## config.mk

```make
export PLATFORM = sky130hd
export DESIGN_NAME = ccbd_fifo
export DESIGN_NICKNAME = d
export VERILOG_FILES = /design/src/hdl/ccbd_pkg.sv /design/src/hdl/ccbd_fifo.sv
export SDC_FILE = /design/constraint.sdc
export NUM_CORES = 1
export LEC_CHECK = 0
export ABC_AREA = 1
export BUFFER_PORTS_ARGS = -buffer_cell sky130_fd_sc_hd__buf_2
export CAP_MARGIN = 10
export CORE_MARGIN = 5
export CORE_UTILIZATION = 35
export CTS_BUF_LIST = sky130_fd_sc_hd__clkbuf_8
export DETAILED_ROUTE_END_ITERATION = 8
export PLACE_DENSITY = 0.62
export SETUP_SLACK_MARGIN = 0.3
export SLEW_MARGIN = 20
export SYNTH_ARGS = -nofsm -noshare
export SYNTH_HDL_FRONTEND = slang
export SYNTH_SLANG_ARGS = --single-unit
export TNS_END_PERCENT = 30
```

## constraint.sdc

```tcl
create_clock -name clk -period 4 [get_ports clk]
set_input_delay 0.2 -clock clk [delete_from_list [all_inputs] [get_ports clk]]
set_output_delay 0.2 -clock clk [all_outputs]
set_load 0.005 [all_outputs]
```

## src/hdl/ccbd_pkg.sv

```systemverilog
// ---------------------------------------------------------------------------
// ccbd_pkg: shared types and constants of the centre-crop box downscaler
// Thumbnail geometry, field widths, register indexes and queue sizing.
// ---------------------------------------------------------------------------
package ccbd_pkg;

  localparam int OUT_W   = 64;
  localparam int OUT_H   = 32;
  localparam int COL_W   = 6;
  localparam int ROW_W   = 5;
  localparam int CH_W    = 8;
  localparam int CFG_DW  = 13;
  localparam int CFG_IW  = 2;
  localparam int Q_DEPTH = 4;
  localparam int Q_PW    = 2;
  localparam int Q_CW    = 3;
  // restoring divide, one quotient bit per cycle
  localparam int QB      = 8;

  localparam logic [CFG_IW-1:0] REG_SRC_WIDTH  = 2'd0;
  localparam logic [CFG_IW-1:0] REG_SRC_HEIGHT = 2'd1;

  localparam logic [CFG_DW-1:0] RST_SRC_WIDTH  = 13'd64;
  localparam logic [CFG_DW-1:0] RST_SRC_HEIGHT = 13'd32;

  localparam logic [COL_W-1:0] LAST_COL = 6'd63;
  localparam logic [ROW_W-1:0] LAST_ROW = 5'd31;

  typedef struct packed {
    logic [COL_W-1:0] col;
    logic [ROW_W-1:0] row;
    logic             last;
  } pos_t;

endpackage

```

## src/hdl/ccbd_fifo.sv

```systemverilog
// ---------------------------------------------------------------------------
// ccbd_fifo: finished-block queue
// Short register queue between the front end and the divider.
// ---------------------------------------------------------------------------
module ccbd_fifo #(
  parameter int WIDTH = 84
) (
  input  logic             clk,
  input  logic             rst_n,
  input  logic             push,
  input  logic [WIDTH-1:0] wdata,
  input  logic             pop,
  output logic [WIDTH-1:0] rdata,
  output logic             empty,
  output logic             full,
  output logic             afull
);
  import ccbd_pkg::*;

  logic [WIDTH-1:0] mem_r [Q_DEPTH];
  logic [Q_PW-1:0]  wp_r, rp_r;
  logic [Q_CW-1:0]  cnt_r;

  assign empty = cnt_r == '0;
  assign full  = cnt_r == Q_CW'(Q_DEPTH);
  assign afull = cnt_r >= Q_CW'(Q_DEPTH - 1);
  assign rdata = mem_r[rp_r];

  always_ff @(posedge clk) begin
    if (!rst_n) begin
      wp_r  <= '0;
      rp_r  <= '0;
      cnt_r <= '0;
    end else begin
      if (push) wp_r <= wp_r + 1'b1;
      if (pop)  rp_r <= rp_r + 1'b1;
      cnt_r <= cnt_r + Q_CW'(push) - Q_CW'(pop);
    end
    if (push) mem_r[wp_r] <= wdata;
  end

endmodule

```

==> impl_metrics.json <==
{
  "dp_hpwl_um": 18300,
  "layout-area-overhead-vs-synth_pct": 23.2,
  "port_buffers": 174,
  "grt.overflow.total": 0,
  "place_ws_ns": 1.69,
  "core_area_mm2": 0.0410,
  "slew_headroom_pct": 42.3,
  "hold_ws_ns": 0.312,
  "synth_area_leaders": "edfxtp_1 (69%), nand2_1 (11%), inv_1 (9.0%), nand3_1 (5.8%), dfxtp_1 (1.2%)",
  "pin_count": 175,
  "period_minus_slack_ns": 2.92,
  "ys.flop_type": "edfxtp_1",
  "clockRootBuffer": "clkbuf_8",
  "drt-total-wl_um": 31800,
  "synth.most_common_cell": "nand2_1",
  "dpl_cell_area_mm2": 0.0159,
  "nFillCells": 3799,
  "min_period_over_period_pct": 73.1,
  "hold_class": "primary input to register",
  "timing.max_cap.violations": 0,
  "critPathSlowestCell": "inv_6",
  "start_kind": "register",
  "fin_tns_setup_ns": 0,
  "crit_type": "register to output port",
  "fin_nets": 1748,
  "rsz0062_at_grt": "no",
  "antenna_found_initial": 2,
  "synth.distinct_cells": 16,
  "clock_latency_ns": 0.63,
  "finalInstanceArea_mm2": 0.0180,
  "cts_setup_buffers": 0,
  "power.density_mw_per_mm2": 456,
  "slew_viol_final": 0,
  "antenna_left": 0,
  "avgViaCountPerCell": 4.31,
  "synth_top_area_share_pct": 69.1,
  "ys_top_cells_by_count": "nand2_1 (432), inv_1 (352), edfxtp_1 (336)",
  "cp_slowest_stage_delay_ns": 0.70,
  "clock_skew_ns": 0.0213,
  "fmax_ghz": 0.342,
  "grt_pass1_vias": 9898,
  "vias": 9626,
  "seqCellArea_mm2": 0.0103,
  "path_cells": "inv_6 > buf_4 > nand2_1 > nand3_1 > nand2_1 > buf_2",
  "syn_area_per_cell_um2": 10.6,
  "synth_cells": 1377,
  "yosysTopAreaCell": "edfxtp_1",
  "worst-slew-pin-transition_ns": 0.865,
  "leakagePower_nw": 8.33,
  "async_flop_share_pct": 0,
  "syn_nets": 1473,
  "worst_slack_ns": 1.08,
  "fin_util_pct": 43.9,
  "start_util_pct": 35.6,
  "die-area_mm2": 0.0459,
  "synth_edf_count": 336,
  "cp_common_cell": "nand2_1",
  "crit_fanout": 109,
  "drt_pass1_iterations": 5,
  "cts_buffer_depth": 3,
  "grt_start_max_net_pins": 110,
  "die_y_um": 214,
  "cts_tree": "done",
  "cts_inserted_buffers": 56,
  "cp_data_arrival_time_ns": 2.72,
  "path_clk_slew_ns": 0.06,
  "htreeDepth": 2,
  "end_kind": "output port",
  "multiInputGateArea_mm2": 0.00264,
  "worstPathRequired_ns": 3.80,
  "grt_pass1_wl_um": 51600,
  "drc_errors": 0,
  "drt_iter0_drc": 578,
  "ys_seq_area_share_pct": 70.3,
  "irDropWorstVdd_mv": 0.248,
  "synth_area_mm2": 0.0146,
  "rows": 74,
  "cts_sinks": 345,
  "die_x_um": 214,
  "place.gp.congestion": 0.742,
  "setup_viol": 0,
  "status": "finished clean",
  "hold_viol": 0,
  "ys_ff_latch": 345,
  "drive_gt1_share_pct": 16.1,
  "yosysWarningCount": 0,
  "grt_usage_pct": 13.9,
  "wl_per_cell_um": 14.3
}
[repair_timing]
action	4_1_cts	5_1_grt
hold buffers	87	0
hold endpoints to repair	345	0
gates resized for setup	0	0
[metrics by stage]
stage,cells,total power [mW]
2_1_floorplan,1377,4.71
3_3_place_gp,2039,5.02
6_report,2232,8.20
3_5_place_dp,2039,5.05
5_1_grt,2232,8.61
4_1_cts,2231,8.35
[logic make-up (layout without fill, tap and decap cells)]
logic type               count (synthesis)  in the layout  share of synthesized area [%]
AND/OR/NAND/NOR                        612            612                           17.2
adder cells (fa/ha/maj)                  8              8                          0.737
other                                    0              1                              0
buffers and inverters                  408            730                           11.6
flip-flops                             345            345                           70.3
AO/OA/AOI/OAI                            4              4                          0.137
[cell type report]
| class | instances | share of cell area [%] |
|---|---|---|
| Tap cell | 532 | 3.70 |
| Sequential cell | 345 | 57.1 |
| Inverter | 353 | 7.45 |
| Timing Repair Buffer | 272 | 10.5 |
| Clock inverter | 45 | 1.98 |
| Antenna cell | 1 | 0.0139 |
| Clock buffer | 60 | 4.59 |
| Multi-Input combinational cell | 624 | 14.7 |
[power breakdown]
| part | switching [mW] | internal [mW] |
|---|---|---|
| combinational | 0.512 | 0.323 |
| sequential | 0.0516 | 4.14 |
| clock | 1.40 | 1.78 |
[sequential cells by signal, indices dropped and copies added, names as in the netlist, named ones only]
| signal | flops |
|---|---|
| mem_r | 336 |
| rp_r | 2 |
| cnt_r | 3 |
| wp_r | 2 |
[worst paths after layout]
check,startpoint,end,slack [ns],depth (start not counted)
worst min register to register,rp_r[1]$_SDFFE_PN0P_,register,0.50,2
worst max register to register,wp_r[0]$_SDFFE_PN0P_,mem_r[0][40]$_DFFE_PP_,2.08,5
worst min-delay path,wdata[3],mem_r[0][3]$_DFFE_PP_,0.31,2
worst max-delay path,register,rdata[19],1.08,6
[layout by cell type, fill, tap and decap left out, drive strengths merged]
cell type    Yosys  routed
nand2          432     432
inv            353     368
edfxtp         336     336
buf             51     185
nand3          169     169
dlygate4sd3      0      87
clkbuf           4      60
clkinv           0      23
nor2             9       9
dfxtp            9       9
ha               7       7
bufinv           0       6
o21ai            3       3
nor3             2       2
diode            0       1
a21oi            1       1
fa               1       1
clkinvlp         0       1
[per-layer routing]
layer	share of wire (%)	global-route usage, %
met4	2.0	4.90
met2	48	23.6
met3	6.5	3.59
met5	0.041	0
met1	43	17.2
[worst max-delay path: cells and delay by family (launching register included)]
kind | cells | cell delay, ns
AND/OR/NAND/NOR | 3 | 0.24
flip-flops | 1 | 0.51
buffers and inverters | 3 | 1.27
Note: power is estimated with default switching activity, not from simulation.
