<file path="config.mk">
export PLATFORM = sky130hd
export DESIGN_NAME = ccbd_div_flat
export DESIGN_NICKNAME = d
export VERILOG_FILES = /design/src/hdl/ccbd_pkg.sv /design/src/hdl/ccbd_ifs.sv /design/src/hdl/ccbd_div.sv /design/src/flat_wrapper.sv
export SDC_FILE = /design/constraint.sdc
export NUM_CORES = 1
export LEC_CHECK = 0
export ABC_CLOCK_PERIOD_IN_PS = 4000
export BUFFER_PORTS_ARGS = -buffer_cell sky130_fd_sc_hd__clkbuf_2
export CORE_MARGIN = 10
export CORE_UTILIZATION = 30
export CTS_CLUSTER_DIAMETER = 80
export DETAILED_ROUTE_END_ITERATION = 16
export PLACE_DENSITY = 0.52
export SLEW_MARGIN = 20
export SYNTH_ARGS = -nofsm -noshare
export SYNTH_HDL_FRONTEND = slang
export SYNTH_SLANG_ARGS = --single-unit
</file>
<file path="constraint.sdc">
create_clock -name clk -period 4 [get_ports clk]
set_clock_uncertainty 0.05 [all_clocks]
set_input_delay 0.8 -clock clk [delete_from_list [all_inputs] [get_ports clk]]
set_output_delay 0.8 -clock clk [all_outputs]
set_load 0.1 [all_outputs]
</file>
<file path="src/hdl/ccbd_pkg.sv">
// ---------------------------------------------------------------------------
// ccbd_pkg: shared types and constants of the centre-crop box downscaler
// Thumbnail geometry, field widths, register indexes and queue sizing.
// ---------------------------------------------------------------------------
package ccbd_pkg;

  localparam int OUT_W   = 64;
  localparam int OUT_H   = 32;
  localparam int COL_W   = 6;
  localparam int ROW_W   = 5;
  localparam int CH_W    = 8;
  localparam int CFG_DW  = 13;
  localparam int CFG_IW  = 2;
  localparam int Q_DEPTH = 4;
  localparam int Q_PW    = 2;
  localparam int Q_CW    = 3;
  // restoring divide, one quotient bit per cycle
  localparam int QB      = 8;

  localparam logic [CFG_IW-1:0] REG_SRC_WIDTH  = 2'd0;
  localparam logic [CFG_IW-1:0] REG_SRC_HEIGHT = 2'd1;

  localparam logic [CFG_DW-1:0] RST_SRC_WIDTH  = 13'd64;
  localparam logic [CFG_DW-1:0] RST_SRC_HEIGHT = 13'd32;

  localparam logic [COL_W-1:0] LAST_COL = 6'd63;
  localparam logic [ROW_W-1:0] LAST_ROW = 5'd31;

  typedef struct packed {
    logic [COL_W-1:0] col;
    logic [ROW_W-1:0] row;
    logic             last;
  } pos_t;

endpackage

</file>
<file path="src/hdl/ccbd_ifs.sv">


interface ccbd_res_if;
  import ccbd_pkg::*;
  logic             valid;
  logic             ready;
  logic [CH_W-1:0]  out_red;
  logic [CH_W-1:0]  out_green;
  logic [CH_W-1:0]  out_blue;
  logic [COL_W-1:0] out_column;
  logic [ROW_W-1:0] out_row;
  logic             frame_last;
  modport source (output valid, out_red, out_green, out_blue, out_column, out_row,
                  frame_last, input ready);
  modport sink   (input valid, out_red, out_green, out_blue, out_column, out_row,
                  frame_last, output ready);
endinterface


</file>
<file path="src/hdl/ccbd_div.sv">
// ---------------------------------------------------------------------------
// ccbd_div: block average divider and result register
// Divides the three block sums by block squared, one quotient bit a cycle,
// and holds the thumbnail pixel until the receiver takes it.
// ---------------------------------------------------------------------------
module ccbd_div #(
  parameter int SUM_W = 24,
  parameter int DIV_W = 16,
  parameter int ENT_W = 84
) (
  input  logic             clk,
  input  logic             rst_n,
  input  logic             q_empty,
  input  logic [ENT_W-1:0] q_data,
  output logic             q_pop,
  input  logic [DIV_W-1:0] div,
  ccbd_res_if.source       res
);
  import ccbd_pkg::*;

  typedef enum logic [1:0] {S_IDLE, S_RUN, S_WAIT} state_t;

  localparam int PW = $bits(pos_t);

  state_t               state_r;
  logic [SUM_W-1:0]     rem_r [3];
  logic [CH_W-1:0]      quo_r [3];
  logic [DIV_W+QB-2:0]  dsh_r;
  logic [2:0]           cnt_r;
  pos_t                 pos_r;
  logic                 out_v_r;
  logic [CH_W-1:0]      o_r_r, o_g_r, o_b_r;
  pos_t                 o_pos_r;

  assign q_pop = (state_r == S_IDLE) && !q_empty;

  // registered state, divider and output beat
  always_ff @(posedge clk) begin
    if (!rst_n) begin
      state_r <= S_IDLE;
      out_v_r <= 1'b0;
    end else begin
      // beat taken; a new one loaded in S_WAIT sets it again instead
      if (out_v_r && res.ready && state_r != S_WAIT) out_v_r <= 1'b0;
      unique case (state_r)
        S_IDLE: begin
          if (!q_empty) begin
            for (int c = 0; c < 3; c++) begin
              rem_r[c] <= q_data[PW + c*SUM_W +: SUM_W];
            end
            pos_r   <= q_data[PW-1:0];
            dsh_r   <= {div, {(QB-1){1'b0}}};
            cnt_r   <= '0;
            state_r <= S_RUN;
          end
        end
        S_RUN: begin
          for (int c = 0; c < 3; c++) begin
            if (rem_r[c] >= SUM_W'(dsh_r)) begin
              rem_r[c] <= rem_r[c] - SUM_W'(dsh_r);
              quo_r[c] <= {quo_r[c][CH_W-2:0], 1'b1};
            end else begin
              quo_r[c] <= {quo_r[c][CH_W-2:0], 1'b0};
            end
          end
          dsh_r <= dsh_r >> 1;
          cnt_r <= cnt_r + 1'b1;
          if (cnt_r == 3'(QB - 1)) state_r <= S_WAIT;
        end
        S_WAIT: begin
          if (!out_v_r || res.ready) begin
            out_v_r <= 1'b1;
            o_r_r   <= quo_r[0];
            o_g_r   <= quo_r[1];
            o_b_r   <= quo_r[2];
            o_pos_r <= pos_r;
            state_r <= S_IDLE;
          end else begin
            out_v_r <= 1'b1;
          end
        end
        default: state_r <= S_IDLE;
      endcase
    end
  end

  assign res.valid      = out_v_r;
  assign res.out_red    = o_r_r;
  assign res.out_green  = o_g_r;
  assign res.out_blue   = o_b_r;
  assign res.out_column = o_pos_r.col;
  assign res.out_row    = o_pos_r.row;
  assign res.frame_last = o_pos_r.last;

endmodule

</file>
<file path="src/flat_wrapper.sv">
// flat-port wrapper written by rule: the top's interface ports become plain ports
module ccbd_div_flat import ccbd_pkg::*;
#(
  parameter int SUM_W = 24,
  parameter int DIV_W = 16,
  parameter int ENT_W = 84
)
  (clk, rst_n, q_empty, q_data, q_pop, div, res_valid, res_out_red, res_out_green, res_out_blue, res_out_column, res_out_row, res_frame_last, res_ready);
  ccbd_res_if res_i ();
  input  logic clk;
  input  logic rst_n;
  input  logic q_empty;
  input  logic [ENT_W-1:0] q_data;
  output logic q_pop;
  input  logic [DIV_W-1:0] div;
  output wire logic [$bits(res_i.valid)-1:0] res_valid;
  output wire logic [$bits(res_i.out_red)-1:0] res_out_red;
  output wire logic [$bits(res_i.out_green)-1:0] res_out_green;
  output wire logic [$bits(res_i.out_blue)-1:0] res_out_blue;
  output wire logic [$bits(res_i.out_column)-1:0] res_out_column;
  output wire logic [$bits(res_i.out_row)-1:0] res_out_row;
  output wire logic [$bits(res_i.frame_last)-1:0] res_frame_last;
  input wire logic [$bits(res_i.ready)-1:0] res_ready;
  assign res_valid = res_i.valid;
  assign res_out_red = res_i.out_red;
  assign res_out_green = res_i.out_green;
  assign res_out_blue = res_i.out_blue;
  assign res_out_column = res_i.out_column;
  assign res_out_row = res_i.out_row;
  assign res_frame_last = res_i.frame_last;
  assign res_i.ready = res_ready;
  ccbd_div #(.SUM_W(SUM_W), .DIV_W(DIV_W), .ENT_W(ENT_W)) u_core (.clk(clk), .rst_n(rst_n), .q_empty(q_empty), .q_data(q_data), .q_pop(q_pop), .div(div), .res(res_i));
endmodule
</file>
==> results.toml, run 1 <==
[pwr]
proportion_of_total_power_due_to_net_switching = 0.315
power_switching_uw = 1720
total_leakage_power_uw = 0.00485
power.share.clock = 0.315
power_frac_seq = 0.407
power_per_cell_area_nw_per_um2 = 454
vdd.ir_drop.worst_mv = 0.309
p_int_uw = 3750
comb_power_share = 0.278

[floorplanning]
die_height_um = 204
core_region_area_um2 = 33500
io_pins = 142
start_util = 0.304
die_outline_area_um2 = 41800
placement_rows = 67
die_x_um = 204

[layout]
antenna-diode-count = 0
num-nets-final = 1256
layout-drive-gt1-share = 0.203
final_area_um2 = 12100
area_delta_synth_final_pct = 18.2

[yosys]
synth_top_family_by_area = "compound AO/OA/AOI/OAI gates"
syn_area_um2 = 10200
share_of_synthesized_cell_area_in_full_adder_half_adder_and_majority_cells = 0.0930
share_of_synthesized_area_spent_on_multiplexers = 0.0323
async_set_or_reset_register_ratio_after_synthesis = 0
yosys_warnings = 0
synth_flop_cell = "sky130_fd_sc_hd__edfxtp_1"
ys_seq_elements = 173
synth_sequential_area_ratio = 0.506
synth_compound_gate_area_share = 0.157
syn_nets = 1113
synth-edff-count = 169
post_synth_xor_area_fraction = 0.0481
synth.distinct_cells = 66
post_synth_inst_count = 935
synth_simple_gate_area_share = 0.130
synth_area_per_cell_um2 = 10.9

[clock_tree]
cts.path.max_buffers = 2
cts_clock_pin_slew_for_the_worst_setup_and_hold_paths_ps = 70
cts_num_sinks = 173
hold_buffers = 0
tritoncts_clock_tree = "yes"
post_cts_buffers = 0
worstSkewPairLatency_ps = 440
clk_root_buf = "sky130_fd_sc_hd__clkbuf_16"
numCtsBuffers = 17
post_cts_resize_count = 0
htree_levels = 4

[status]
outcome = "finished clean"

[timing]
setup-tns-final_ps = 0
hold_viol_final = 0
finalMaxSlewViolations = 0
clock.fmax_ghz = 0.280
report.final.setup_viol = 0
min_period_ps = 3580
worstMarginPinSlew_ps = 952
worst_slew_margin_rel = 0.364
setup_repair_after_global_routing_missed_its_margin = "no"
final_min_period_over_clock_period = 0.894

[global_routing]
groute.layer.met1.usage = 0.171
busiest_layer = "met2"
use_met3 = 0.0320
grt_pass1_wl_mm = 42.3
grt.met2_usage = 0.210
grt_usage = 0.131
globalRouteOverflowTotal = 0
grt_max_degree = 37
number_of_global_route_vias_before_repair = 7565
grt_antenna_before_repair = 2

[detailed_routing]
drtPass1Iterations = 5
antenna_left = 0
avgViaCountPerCell = 4.93
avgRoutedWirePerCell_um = 18.1
drtIter0Drc = 536
via_count = 7591
remaining_drc_errors = 0
routed_wl_mm = 27.9

[critical_path]
critical_path_peak_fanout = 30
criticalPathCategory = "reg -> reg"
critical_path.endpoint_type = "flip-flop"
cp-start-kind = "flip-flop"
rr_worst_depth = 10
critPathRequiredTime_ps = 4140
cp.arrival_ps = 3720
reg2reg_slack_ps = 420

[min_path]
worstHoldPathCells = 0
hold_class = "reg -> reg"

[placed_design]
place_hpwl_mm = 21.8
gp_congestion = 0.854
port_buffers = 141
placedInstanceArea_um2 = 11400

[run]
max_cap_viol_count = 0
==> worst max-delay path, cell delays in order (launching register included) <==
cell and delay, ps:
sky130_fd_sc_hd__edfxtp_1 440, sky130_fd_sc_hd__ha_1 260, sky130_fd_sc_hd__fa_1 460, sky130_fd_sc_hd__nand2b_1 180, sky130_fd_sc_hd__a211oi_1 440, sky130_fd_sc_hd__o41ai_2 200, sky130_fd_sc_hd__a31oi_1 250, sky130_fd_sc_hd__o21ai_1 120
sky130_fd_sc_hd__or3b_4 380, sky130_fd_sc_hd__buf_12 210, sky130_fd_sc_hd__mux2_4 310
==> power by group through the flow <==
stage / sequential, µW / clock, µW / combinational (µW)
after floorplan: 2250 / 0 / 1140
after global placement: 2260 / 0 / 1510
after detailed placement: 2270 / 0 / 1520
after CTS: 2230 / 1760 / 1530
after global routing: 2240 / 1840 / 1710
final: 2220 / 1730 / 1520
==> metal layers <==
metal | up-vias | wire (µm)
li1 | 3771 | -
met1 | 3571 | 13200
met2 | 214 | 12500
met3 | 33 | 1620
met4 | 2 | 548
met5 | - | 13
==> cells in the mapped netlist, types with 11 or more instances <==
cell type	instances	area share
sky130_fd_sc_hd__nor3_1	14	0.0069
sky130_fd_sc_hd__xor2_1	22	0.019
sky130_fd_sc_hd__xnor2_1	34	0.029
sky130_fd_sc_hd__nand2_1	53	0.020
sky130_fd_sc_hd__mux2_2	15	0.017
sky130_fd_sc_hd__ha_1	71	0.087
sky130_fd_sc_hd__edfxtp_1	169	0.50
sky130_fd_sc_hd__and3_1	12	0.0074
sky130_fd_sc_hd__nor2_1	105	0.039
sky130_fd_sc_hd__o21a_1	15	0.011
sky130_fd_sc_hd__a21oi_1	95	0.047
sky130_fd_sc_hd__clkbuf_1	15	0.0055
sky130_fd_sc_hd__nor2b_1	17	0.010
sky130_fd_sc_hd__o21ai_0	46	0.023
sky130_fd_sc_hd__nand3_1	15	0.0074
sky130_fd_sc_hd__nand4_1	12	0.0074
sky130_fd_sc_hd__a21o_1	26	0.019
sky130_fd_sc_hd__a31oi_1	12	0.0074
sky130_fd_sc_hd__inv_1	45	0.017
sky130_fd_sc_hd__and2_1	11	0.0068
sky130_fd_sc_hd__nand2b_1	12	0.0074
==> layout make-up <==
type	count	area, µm²
Clock buffer	18	429
Tap cell	448	561
Clock inverter	14	176
Sequential cell	173	5150
Inverter	45	169
Multi-Input combinational cell	689	4730
Timing Repair Buffer	152	838
Fill cell	3437	21500
==> metrics by stage <==
step / total power (µW) / instances / hold WS, ps / setup slack, ps / util
finish: 5470 / 1539 / 369 / 423 / 0.360
global route: 5780 / 1539 / 376 / 244 / 0.360
CTS: 5510 / 1539 / 370 / 426 / 0.360
detailed placement: 3780 / 1507 / 355 / 409 / 0.341
global placement: 3770 / 1507 / 352 / 531 / 0.341
floorplan: 3390 / 935 / 350 / 590 / -
==> cell families after synthesis <==
kind of cell,count (synthesis)
AO/OA/AOI/OAI,257
adder cells (fa/ha/maj),74
XOR/XNOR,56
multiplexers,26
flip-flops,173
buffers and inverters,73
AND/OR/NAND/NOR,276
==> registers in the layout (all words and copies together), names as in the netlist <==
| signal | count |
|---|---|
| u_core.res.out_blue | 8 |
| u_core.rem_r | 72 |
| u_core.res.out_row | 5 |
| u_core.pos_r | 12 |
| u_core.cnt_r | 3 |
| u_core.res.frame_last | 1 |
| u_core.state_r | 2 |
| u_core.res.valid | 1 |
| u_core.res.out_red | 8 |
| u_core.dsh_r | 23 |
| u_core.res.out_green | 8 |
| u_core.res.out_column | 6 |
| u_core.quo_r | 24 |
==> layout by cell type (no fill, tap or decap), types with 15 or more instances in the layout <==
master / instances
sky130_fd_sc_hd__a21o_1: 26
sky130_fd_sc_hd__a21oi_1: 95
sky130_fd_sc_hd__clkbuf_16: 17
sky130_fd_sc_hd__clkbuf_2: 141
sky130_fd_sc_hd__edfxtp_1: 169
sky130_fd_sc_hd__ha_1: 71
sky130_fd_sc_hd__inv_1: 45
sky130_fd_sc_hd__mux2_2: 15
sky130_fd_sc_hd__nand2_1: 53
sky130_fd_sc_hd__nand3_1: 15
sky130_fd_sc_hd__nor2_1: 104
sky130_fd_sc_hd__nor2b_1: 16
sky130_fd_sc_hd__o21a_1: 15
sky130_fd_sc_hd__o21ai_0: 46
sky130_fd_sc_hd__xnor2_1: 34
sky130_fd_sc_hd__xor2_1: 22
==> worst paths after layout <==
check                    from                  endpoint
min reg2reg  u_core.pos_r[10]  u_core.res.out_column[4]
max reg2reg   u_core.dsh_r[0]       u_core.rem_r[0][41]
max           u_core.dsh_r[0]       u_core.rem_r[0][41]
min          u_core.pos_r[10]  u_core.res.out_column[4]
No activity file was read; power rests on OpenSTA's default activity.
==> inputs of run 2 (changes only) <==
==> constraint.sdc (replaced) <==
create_clock -name clk -period 4 [get_ports clk]
set_clock_uncertainty 0.05 [all_clocks]
set_input_delay 1 -clock clk [delete_from_list [all_inputs] [get_ports clk]]
set_output_delay 1 -clock clk [all_outputs]
set_load 0.1 [all_outputs]
==> results.toml, run 2 (synthesis gave the netlist of run 1 again) <==
[global_routing]
number_of_global_route_vias_before_repair = 7496
globalRouteOverflowTotal = 0
grt_max_degree = 66
grt_antenna_before_repair = 1
grt_pass1_wl_mm = 42.2
grt_usage = 0.131

[clock_tree]
htree_levels = 4
hold_buffers = 0
post_cts_buffers = 0
cts_num_sinks = 173
cts.path.max_buffers = 2
tritoncts_clock_tree = "yes"
post_cts_resize_count = 0
worstSkewPairLatency_ps = 440
numCtsBuffers = 17
cts_clock_pin_slew_for_the_worst_setup_and_hold_paths_ps = 70
clk_root_buf = "sky130_fd_sc_hd__clkbuf_16"

[critical_path]
crit_chain = "ha_1 > fa_1 > nand2b_1 > a211oi_1 > o41ai_2 > a31oi_1 > o21ai_1 > or3b_4 > buf_12 > mux2_4"
critical_path.endpoint_type = "flip-flop"
critPathMaxStageDelay_ps = 460
crit-reg2reg-launch = "u_core.dsh_r[0]"
cp.arrival_ps = 3730
critical_path_peak_fanout = 65
crit_path_slowest_cell = "sky130_fd_sc_hd__fa_1"
worst_r2r_endpoint = "u_core.rem_r[0][57]"
reg2reg_slack_ps = 420
cp-start-kind = "flip-flop"
criticalPathCategory = "reg -> reg"
rr_worst_depth = 10
critPathRequiredTime_ps = 4150

[pwr]
power_per_cell_area_nw_per_um2 = 453
power_frac_seq = 0.408
vdd.ir_drop.worst_mv = 0.310
power.share.clock = 0.313
proportion_of_total_power_due_to_net_switching = 0.322
power_switching_uw = 1760
p_int_uw = 3700
total_leakage_power_uw = 0.00485
comb_power_share = 0.279

[placed_design]
count_of_placed_standard_cells_including_taps = 1507
placedInstanceArea_um2 = 11400
place_hpwl_mm = 21.5
port_buffers = 141
gp_congestion = 0.863

[min_path]
timing.hold.worst_endpoint = "u_core.res.out_row[2]"
hold_class = "reg -> reg"
worstHoldPathCells = 0
worst_hold_startpoint = "u_core.pos_r[3]"

[timing]
clock.fmax_ghz = 0.279
hold_viol_final = 0
finalMaxSlewViolations = 0
final_min_period_over_clock_period = 0.895
setup-tns-final_ps = 0
setup_repair_after_global_routing_missed_its_margin = "no"
whs_ps = 369
worstMarginPinSlew_ps = 955
min_period_ps = 3580
worst_slew_margin_rel = 0.362
report.final.setup_viol = 0

[run]
max_cap_viol_count = 0

[floorplanning]
die_x_um = 204
start_util = 0.304
die_height_um = 204
io_pins = 142
die_outline_area_um2 = 41800
placement_rows = 67
core_region_area_um2 = 33500

[layout]
area_delta_synth_final_pct = 18.1
postLayoutCoreUtil = 0.359
largest_register_ffs = 72
max_flop_register = "u_core.rem_r"
mostFrequentLayoutCells = "sky130_fd_sc_hd__edfxtp_1 (169), sky130_fd_sc_hd__clkbuf_2 (141), sky130_fd_sc_hd__nor2_1 (104), sky130_fd_sc_hd__a21oi_1 (95), sky130_fd_sc_hd__ha_1 (71)"
instances_no_fill = 1540
biggestRegsByFlops = "u_core.rem_r x72, u_core.quo_r x24, u_core.dsh_r x23"
final_area_um2 = 12000
commonest_non_fill_non_tap_cell_in_the_layout = "sky130_fd_sc_hd__edfxtp_1"
num-nets-final = 1256
layout-drive-gt1-share = 0.203

[detailed_routing]
avgRoutedWirePerCell_um = 18.0
antenna_left = 0
drtIter0Drc = 380
via_count = 7490
routed_wl_mm = 27.8
avgViaCountPerCell = 4.86
remaining_drc_errors = 0
drtPass1Iterations = 5

[status]
outcome = "finished clean"
-- run 2: changes by cell type in the layout (fill, tap and decap cells not counted), sizes merged --
cell / delta
clkbuf: -1
inv: +1
clkinv: +3
clkinvlp: -2
diode: +1
bufinv: -1
-- run 2: per-layer routing --
layer | vias to the layer above | track usage | wire length (µm)
li1 | 3771 | - | -
met1 | 3513 | 0.176 | 13500
met2 | 177 | 0.203 | 12300
met3 | 27 | 0.0330 | 1420
met4 | 2 | 0.0386 | 459
met5 | - | 0 | 13
-- run 2: worst max-delay path: cells and delay by family (launching register included) --
family | cells | cell delay, ps
buf+inv | 1 | 300
compound gates | 4 | 1000
fa+ha+maj | 2 | 720
simple gates | 2 | 480
mux | 1 | 330
flops | 1 | 440
-- run 2: final cells by class --
class	instances	area, µm²
timing repair buffer	152	826
tap	448	561
sequential	173	5150
antenna	1	2.50
clock inverter	15	175
clock buffer	17	425
fill	3420	21500
inverter	45	169
multi-input combinational	689	4730
-- run 2: metrics by stage --
step / setup slack (ps) / power (µW)
5_1_grt: 208 / 5760
4_1_cts: 446 / 5500
2_1_floorplan: 390 / 3390
3_5_place_dp: 442 / 3780
6_report: 420 / 5450
3_3_place_gp: 490 / 3770
-- run 2: power by group through the flow --
stage	Clock, µW	Sequential (µW)	Combinational [µW]
2_1_floorplan	0	2250	1140
3_3_place_gp	0	2260	1510
3_5_place_dp	0	2270	1510
4_1_cts	1750	2230	1530
5_1_grt	1820	2240	1700
6_report	1700	2230	1520
-- run 2: how the worst max path moves through the flow --
| stage | start | to | slack (ps) |
|---|---|---|---|
| finish | u_core.dsh_r[0] | u_core.rem_r[0][57] | 420 |
| global route | u_core.dsh_r[0] | u_core.rem_r[0][57] | 210 |
| CTS | u_core.dsh_r[0] | u_core.rem_r[0][57] | 450 |
| detailed placement | u_core.dsh_r[0] | u_core.rem_r[0][7] | 440 |
| global placement | u_core.dsh_r[17] | u_core.rem_r[0][14] | 490 |
| floorplan | q_empty | u_core.cnt_r[0] | 390 |
